## config.mk

```make
export PLATFORM = sky130hd
export DESIGN_NAME = keyframe_linear_interpolator
export DESIGN_NICKNAME = d
export VERILOG_FILES = /design/src/sv/klerp_pkg.sv /design/src/sv/keyframe_linear_interpolator.sv
export SDC_FILE = /design/constraint.sdc
export NUM_CORES = 2
export LEC_CHECK = 0
export BUFFER_PORTS_ARGS = -buffer_cell sky130_fd_sc_hd__buf_2
export CORE_MARGIN = 8
export CORE_UTILIZATION = 44
export CTS_BUF_LIST = sky130_fd_sc_hd__clkbuf_8
export DETAILED_ROUTE_END_ITERATION = 16
export SLEW_MARGIN = 5
export SYNTH_ARGS = -nofsm -noshare
export SYNTH_HDL_FRONTEND = slang
export SYNTH_SLANG_ARGS = --single-unit
```

## constraint.sdc

```tcl
create_clock -name clock -period 10.9 [get_ports clock]
set_input_delay 3.27 -clock clock [delete_from_list [all_inputs] [get_ports clock]]
set_output_delay 3.27 -clock clock [all_outputs]
set_load 0.02 [all_outputs]
```

## src/sv/klerp_pkg.sv

```systemverilog
// shared types and constants of the keyframe linear interpolator
`timescale 1ns / 1ps

package klerp_pkg;

   localparam int DEPTH = 64;
   localparam int AW = $clog2(DEPTH);
   localparam int CW = $clog2(DEPTH + 1);
   localparam int DIV_STEPS = 16;
   localparam int DIV_CW = $clog2(DIV_STEPS);

   localparam logic ACTION_APPEND = 1'b0;
   localparam logic ACTION_QUERY = 1'b1;

   localparam logic [1:0] STATUS_OK = 2'd0;
   localparam logic [1:0] STATUS_FULL = 2'd1;
   localparam logic [1:0] STATUS_EMPTY = 2'd2;

   typedef struct packed {
      logic               action;
      logic [15:0]        key_frame;
      logic signed [15:0] key_value;
   } req_type;

   typedef struct packed {
      logic signed [15:0] out_value;
      logic [1:0]         status;
      logic               past_end;
   } rsp_type;

   typedef struct packed {
      logic [15:0]        frame;
      logic signed [15:0] value;
   } entry_type;

   typedef enum logic [2:0] {
      ST_IDLE,
      ST_LAST,
      ST_SCAN,
      ST_MUL,
      ST_DINIT,
      ST_DIV,
      ST_SUM,
      ST_EMIT
   } state_type;

endpackage

```

## src/sv/keyframe_linear_interpolator.sv

```systemverilog
// keyframe table with linear interpolation between stored keys
//
// requests arrive on req_valid/req_ready with req_data; each request gives
// exactly one response on rsp_valid/rsp_ready with rsp_data.
// an append request writes (key_frame, key_value) at the end of a table of
// DEPTH entries, or reports status full when the table holds DEPTH keys.
// a query request first reads the last key (for past_end), then walks the
// table one entry per cycle from entry 0 until the first segment holding
// the frame; the segment is interpolated with one 16x17 multiply and a
// 16-step restoring divider.
// the time a query takes is set by the table walk through the single read
// port of the key memory and by the serial divider.
// one request is in work at a time; req_ready is high only when idle, and
// a finished response waits in the output register while the next request
// is taken. if the receiver stalls, the next response waits until the
// output register is free.
// reset empties the table at once; the key memory is not cleared.
`timescale 1ns / 1ps

module keyframe_linear_interpolator (
   input  logic              clock,
   input  logic              reset,
   input  logic              req_valid,
   output logic              req_ready,
   input  klerp_pkg::req_type req_data,
   output logic              rsp_valid,
   input  logic              rsp_ready,
   output klerp_pkg::rsp_type rsp_data
);

   klerp_pkg::entry_type mem [klerp_pkg::DEPTH];
   klerp_pkg::entry_type mem_rd_ff;
   logic                 mem_we;
   logic [klerp_pkg::AW-1:0] mem_waddr;
   logic [klerp_pkg::AW-1:0] mem_raddr;
   klerp_pkg::entry_type mem_wdata;

   klerp_pkg::state_type state_ff, state_in;
   logic [klerp_pkg::CW-1:0] count_ff, count_in;
   logic [klerp_pkg::AW-1:0] scan_ff, scan_in;
   logic [15:0]          frame_ff, frame_in;
   logic                 past_ff, past_in;
   klerp_pkg::entry_type prev_ff, prev_in;
   logic [15:0]          d_ff, d_in;
   logic signed [16:0]   dv_ff, dv_in;
   logic [15:0]          den_ff, den_in;
   logic signed [15:0]   base_ff, base_in;
   logic signed [33:0]   prod_ff, prod_in;
   logic                 neg_ff, neg_in;
   logic [15:0]          rem_ff, rem_in;
   logic [15:0]          quo_ff, quo_in;
   logic [klerp_pkg::DIV_CW-1:0] div_cnt_ff, div_cnt_in;
   klerp_pkg::rsp_type   res_ff, res_in;
   klerp_pkg::rsp_type   rsp_ff, rsp_in;
   logic                 rsp_valid_ff, rsp_valid_in;

   logic [klerp_pkg::CW-1:0] cnt_m1;
   logic [klerp_pkg::AW-1:0] last_idx;
   logic                 at_last;
   logic                 hit_first;
   logic                 hit_seg;
   logic [33:0]          mag;
   logic [16:0]          shifted;
   logic                 div_ge;
   logic [16:0]          div_diff;
   logic signed [17:0]   qs;
   logic signed [17:0]   sum;
   logic                 out_free;

   assign cnt_m1 = count_ff - klerp_pkg::CW'(1);
   assign last_idx = cnt_m1[klerp_pkg::AW-1:0];
   assign at_last = (scan_ff == last_idx);
   assign hit_first = (scan_ff == '0) && (frame_ff < mem_rd_ff.frame);
   assign hit_seg = (scan_ff != '0) && (frame_ff >= prev_ff.frame)
                    && (frame_ff < mem_rd_ff.frame);
   assign mag = prod_ff[33] ? 34'(-prod_ff) : 34'(prod_ff);
   assign shifted = {rem_ff, quo_ff[15]};
   assign div_ge = (shifted >= {1'b0, den_ff});
   assign div_diff = shifted - {1'b0, den_ff};
   assign qs = neg_ff ? -$signed({2'b00, quo_ff}) : $signed({2'b00, quo_ff});
   assign sum = 18'(base_ff) + qs;
   assign out_free = !rsp_valid_ff || rsp_ready;

   assign req_ready = (state_ff == klerp_pkg::ST_IDLE);
   assign rsp_valid = rsp_valid_ff;
   assign rsp_data = rsp_ff;

   always_ff @(posedge clock) begin
      if (mem_we) begin
         mem[mem_waddr] <= mem_wdata;
      end
      mem_rd_ff <= mem[mem_raddr];
   end

   always_comb begin
      state_in = state_ff;
      count_in = count_ff;
      scan_in = scan_ff;
      frame_in = frame_ff;
      past_in = past_ff;
      prev_in = prev_ff;
      d_in = d_ff;
      dv_in = dv_ff;
      den_in = den_ff;
      base_in = base_ff;
      prod_in = prod_ff;
      neg_in = neg_ff;
      rem_in = rem_ff;
      quo_in = quo_ff;
      div_cnt_in = div_cnt_ff;
      res_in = res_ff;
      rsp_in = rsp_ff;
      rsp_valid_in = rsp_valid_ff && !rsp_ready;
      mem_we = 1'b0;
      mem_waddr = count_ff[klerp_pkg::AW-1:0];
      mem_wdata.frame = req_data.key_frame;
      mem_wdata.value = req_data.key_value;
      mem_raddr = last_idx;

      unique case (state_ff)
         klerp_pkg::ST_IDLE: begin
            if (req_valid) begin
               res_in.out_value = '0;
               res_in.status = klerp_pkg::STATUS_OK;
               res_in.past_end = 1'b0;
               frame_in = req_data.key_frame;
               if (req_data.action == klerp_pkg::ACTION_APPEND) begin
                  if (count_ff == klerp_pkg::CW'(klerp_pkg::DEPTH)) begin
                     res_in.status = klerp_pkg::STATUS_FULL;
                  end else begin
                     mem_we = 1'b1;
                     count_in = count_ff + klerp_pkg::CW'(1);
                  end
                  state_in = klerp_pkg::ST_EMIT;
               end else if (count_ff == '0) begin
                  res_in.status = klerp_pkg::STATUS_EMPTY;
                  res_in.past_end = (req_data.key_frame != '0);
                  state_in = klerp_pkg::ST_EMIT;
               end else begin
                  state_in = klerp_pkg::ST_LAST;
               end
            end
         end
         klerp_pkg::ST_LAST: begin
            past_in = (frame_ff > mem_rd_ff.frame);
            mem_raddr = '0;
            scan_in = '0;
            state_in = klerp_pkg::ST_SCAN;
         end
         klerp_pkg::ST_SCAN: begin
            if (hit_seg) begin
               d_in = frame_ff - prev_ff.frame;
               dv_in = 17'(mem_rd_ff.value) - 17'(prev_ff.value);
               den_in = mem_rd_ff.frame - prev_ff.frame;
               base_in = prev_ff.value;
               state_in = klerp_pkg::ST_MUL;
            end else if (hit_first || at_last) begin
               res_in.out_value = mem_rd_ff.value;
               res_in.past_end = past_ff;
               state_in = klerp_pkg::ST_EMIT;
            end else begin
               prev_in = mem_rd_ff;
               scan_in = scan_ff + klerp_pkg::AW'(1);
               mem_raddr = scan_ff + klerp_pkg::AW'(1);
            end
         end
         klerp_pkg::ST_MUL: begin
            prod_in = $signed({1'b0, d_ff}) * dv_ff;
            state_in = klerp_pkg::ST_DINIT;
         end
         klerp_pkg::ST_DINIT: begin
            neg_in = prod_ff[33];
            rem_in = mag[31:16];
            quo_in = mag[15:0];
            div_cnt_in = '0;
            state_in = klerp_pkg::ST_DIV;
         end
         klerp_pkg::ST_DIV: begin
            rem_in = div_ge ? div_diff[15:0] : shifted[15:0];
            quo_in = {quo_ff[14:0], div_ge};
            div_cnt_in = div_cnt_ff + klerp_pkg::DIV_CW'(1);
            if (div_cnt_ff == klerp_pkg::DIV_CW'(klerp_pkg::DIV_STEPS - 1)) begin
               state_in = klerp_pkg::ST_SUM;
            end
         end
         klerp_pkg::ST_SUM: begin
            res_in.out_value = sum[15:0];
            res_in.past_end = past_ff;
            state_in = klerp_pkg::ST_EMIT;
         end
         klerp_pkg::ST_EMIT: begin
            if (out_free) begin
               rsp_in = res_ff;
               rsp_valid_in = 1'b1;
               state_in = klerp_pkg::ST_IDLE;
            end
         end
         default: begin
            state_in = klerp_pkg::ST_IDLE;
         end
      endcase
   end

   always_ff @(posedge clock) begin
      if (reset) begin
         state_ff <= klerp_pkg::ST_IDLE;
         count_ff <= '0;
         rsp_valid_ff <= 1'b0;
      end else begin
         state_ff <= state_in;
         count_ff <= count_in;
         rsp_valid_ff <= rsp_valid_in;
      end
   end

   always_ff @(posedge clock) begin
      scan_ff <= scan_in;
      frame_ff <= frame_in;
      past_ff <= past_in;
      prev_ff <= prev_in;
      d_ff <= d_in;
      dv_ff <= dv_in;
      den_ff <= den_in;
      base_ff <= base_in;
      prod_ff <= prod_in;
      neg_ff <= neg_in;
      rem_ff <= rem_in;
      quo_ff <= quo_in;
      div_cnt_ff <= div_cnt_in;
      res_ff <= res_in;
      rsp_ff <= rsp_in;
   end

`ifndef NO_ASSERTIONS
   a_count_bound: assert property (@(posedge clock) disable iff (reset)
      count_ff <= klerp_pkg::CW'(klerp_pkg::DEPTH))
      else $error("entry count beyond table depth");

   a_write_on_append: assert property (@(posedge clock) disable iff (reset)
      mem_we |-> (state_ff == klerp_pkg::ST_IDLE) && req_valid
                 && (req_data.action == klerp_pkg::ACTION_APPEND))
      else $error("table write outside an append request");

   a_rem_below_den: assert property (@(posedge clock) disable iff (reset)
      (state_ff == klerp_pkg::ST_DIV) |-> (rem_ff < den_ff))
      else $error("divider remainder not below divisor");

   a_empty_zero: assert property (@(posedge clock) disable iff (reset)
      rsp_valid_ff && (rsp_ff.status == klerp_pkg::STATUS_EMPTY)
      |-> (rsp_ff.out_value == '0))
      else $error("empty table response with nonzero level");

   a_rsp_from_emit: assert property (@(posedge clock) disable iff (reset)
      $rose(rsp_valid_ff) |-> ($past(state_ff) == klerp_pkg::ST_EMIT))
      else $error("response raised outside emit state");
`endif

endmodule

```

==> flow_metrics.tcl <==
set metrics [dict create \
    ys_types 89 \
    vias 67000 \
    utilization_pct 49.1 \
    gp_congestion 0.861 \
    dieHeight_um 503 \
    die_area_mm2 0.253 \
    syn_nets 8204 \
    setup-tns-final_ns 0 \
    async_reset_ff_share_pct 0 \
    grt_pass1_wl_mm 451 \
    placed_cells 10700 \
    core_area_mm2 0.235 \
    clk_pin_slew_ns 0.07 \
    grt_pass1_vias 65300 \
    cts_hold_buffers 0 \
    stdcell_area_mm2 0.116 \
    start_util_pct 44.3 \
    final_cell_mix "2276 x edfxtp_1, 1217 x nand2_1, 541 x inv_1" \
    status "finished, final reports clean" \
    finalWorstPathRequiredPeriod_ns 7.87 \
    holdPathStages 0 \
    rrSetupSlack_ns 3.03 \
    rows 178 \
    finalSetupViolCount 0 \
    synth_top_area_share_pct 65.6 \
    seq_area_frac_synth_pct 66.4 \
    r2r-end "prod_ff[31]" \
    max_freq_ghz 0.127 \
    min-delay-start "res_ff[16]" \
    fin_worst_skew_ns 0.127 \
    port_buffers 57 \
    die_x_um 503 \
    cts_setup_buffers 0 \
    clk_latency_ns 1.08 \
    yosysWarnings 0 \
    ys_ff_latch 2319 \
    post_drt_wl_per_cell_um 27.5 \
    overflow 0 \
    path_class "register to register" \
    antenna_found_initial 27 \
    r2r_start "d_ff[7]" \
    vias_per_cell 5.89 \
    hold_viol_final 0 \
    critPathArrivalTime_ns 8.60 \
    dr.pass1.iters 5 \
    cts_inserted_buffers 392 \
    yosys.area.top_type "edfxtp_1" \
    clock_path_buffers 4 \
    synthTopCellsByArea "edfxtp_1 66%, nand2_1 4.4%, fa_1 4.1%" \
    fin_nets 8391 \
    maxCapViolations 0 \
    synth_edf_count 2276 \
    crit_required_ns 11.63 \
    drc 0 \
    drt_wl_total_mm 313 \
    min_path_type "register to register" \
    syn_area_per_cell_um2 13.5 \
    cts_tree "built" \
    worstRegToRegCells 26 \
    final_cell_count_no_fill 11400 \
    cp_max_fo 17 \
    drt-initial-drc-count 7515 \
    root_buffer "clkbuf_8" \
    clock_sinks 2319 \
    syn-cell-area_mm2 0.104 \
    cp-end-kind "register" \
    post_dp_cell_area_mm2 0.109 \
    dp_hpwl_mm 177 \
    ant_nets 0 \
    worst_pin_slew_ns 1.27 \
    slew_violations 0 \
    grt_max_degree 151 \
    cts_max_level 5 \
    final_common_cell "edfxtp_1" \
    track_usage_pct 24.1 \
    synthFlopType "edfxtp_1" \
    synthCells 7724 \
    max_slew_margin_pct 15.2 \
    pin_count 58 \
    cts_resized 0 \
    areaGrowthSynthToFinish_pct 10.9 \
    hold_end "rsp_data[16]" \
    min_period_over_period_pct 72.2 \
    rsz0062_at_grt "false" \
    startpoint_type "register" \
    drive_gt1_share_pct 10.1 \
]
==> flip-flops by register name, summed over array words and instances, names as in the netlist, 17 cells and up <==
register and count:
rsp_data 19, prev_ff 32, dv_ff 17, res_ff 19, mem 2048, prod_ff 33
mem_rd_ff 32
==> stage by stage <==
stage	worst slack (ns)	hold slack [ns]
6_report	3.03	0.425
5_1_grt	2.61	0.427
4_1_cts	3.02	0.426
3_5_place_dp	3.08	0.405
3_3_place_gp	2.99	0.404
2_1_floorplan	3.72	0.400
==> kinds of logic (layout without fill, tap and decap cells) <==
group / Yosys count / count (layout) / synth area share (%)
flops: 2319 / 2319 / 66.4
simple gates: 2279 / 2279 / 10.0
compound gates: 1315 / 1315 / 8.51
buf+inv: 857 / 1345 / 3.37
fa+ha+maj: 443 / 443 / 6.86
mux: 368 / 368 / 3.61
xor+xnor: 143 / 143 / 1.24
other cells: 0 / 12 / 0
==> routing by layer <==
layer | global-route usage (%) | wire length, um | up-vias
li1 | - | - | 29100
met5 | 0 | 85 | -
met1 | 33.4 | 128000 | 33900
met4 | 8.26 | 11000 | 12
met3 | 4.61 | 28700 | 644
met2 | 38.4 | 145000 | 3286
==> cells in the mapped netlist (11+ instances only) <==
| cell | n |
|---|---|
| nand3_1 | 207 |
| xnor2_1 | 88 |
| o31ai_1 | 14 |
| a41oi_1 | 13 |
| a21oi_1 | 253 |
| a21o_1 | 36 |
| and2_1 | 171 |
| or3_1 | 11 |
| o221ai_1 | 93 |
| and4_1 | 20 |
| nand2b_1 | 22 |
| o21ai_0 | 156 |
| buf_2 | 151 |
| o32ai_1 | 17 |
| a21boi_0 | 19 |
| and3_1 | 199 |
| nand4_1 | 23 |
| a211oi_1 | 175 |
| inv_1 | 415 |
| mux2_2 | 20 |
| o211ai_1 | 19 |
| a311oi_1 | 62 |
| a22oi_1 | 11 |
| nor3_1 | 88 |
| nor4_1 | 23 |
| fa_1 | 214 |
| xor2_1 | 52 |
| a221oi_1 | 27 |
| dfxtp_1 | 43 |
| ha_1 | 229 |
| a2111oi_0 | 11 |
| buf_4 | 24 |
| a31oi_1 | 228 |
| o21a_1 | 18 |
| o22ai_1 | 90 |
| nor2_1 | 219 |
| nor2b_1 | 33 |
| edfxtp_1 | 2276 |
| mux2i_1 | 344 |
| clkbuf_1 | 226 |
| nand2_1 | 1218 |
| buf_1 | 39 |
==> final cells by class <==
class	instances	area, um^2
Antenna cell	12	30.0
Clock buffer	404	5560
Clock inverter	291	1350
Fill cell	20400	120000
Inverter	415	1560
Multi-Input combinational cell	4548	32200
Sequential cell	2319	69200
Tap cell	3150	3940
Timing Repair Buffer	235	1820
==> worst max path at each step <==
stage                          from           to  slack, ns  cells past startpoint
after detailed placement    d_ff[7]  prod_ff[31]       3.08                     26
after global placement      d_ff[7]  prod_ff[31]       2.99                     26
after CTS                   d_ff[7]  prod_ff[31]       3.02                     26
after global routing        d_ff[9]  prod_ff[31]       2.61                     25
after floorplan           req_valid    mem[8][0]       3.72                      6
final                       d_ff[7]  prod_ff[31]       3.03                     26
==> worst max-delay path: stages (launching register included) <==
cell	delay, ns
edfxtp_1	0.68
and2_1	0.29
fa_1	0.53
inv_1	0.05
fa_1	0.49
inv_1	0.06
fa_1	0.50
inv_1	0.05
fa_1	0.52
inv_1	0.05
fa_1	0.47
inv_1	0.05
fa_1	0.48
inv_1	0.05
ha_1	0.33
a21o_1	0.20
a21o_1	0.19
a21oi_1	0.15
o211ai_1	0.19
o31a_1	0.30
o21a_1	0.30
or4_1	0.46
a31oi_1	0.34
o311ai_0	0.32
a21o_1	0.26
a21oi_1	0.16
xnor2_1	0.08
Power is left out: the tool's default activity adds up to more than one toggle a clock period on the data nets, which glitch-free logic cannot reach.
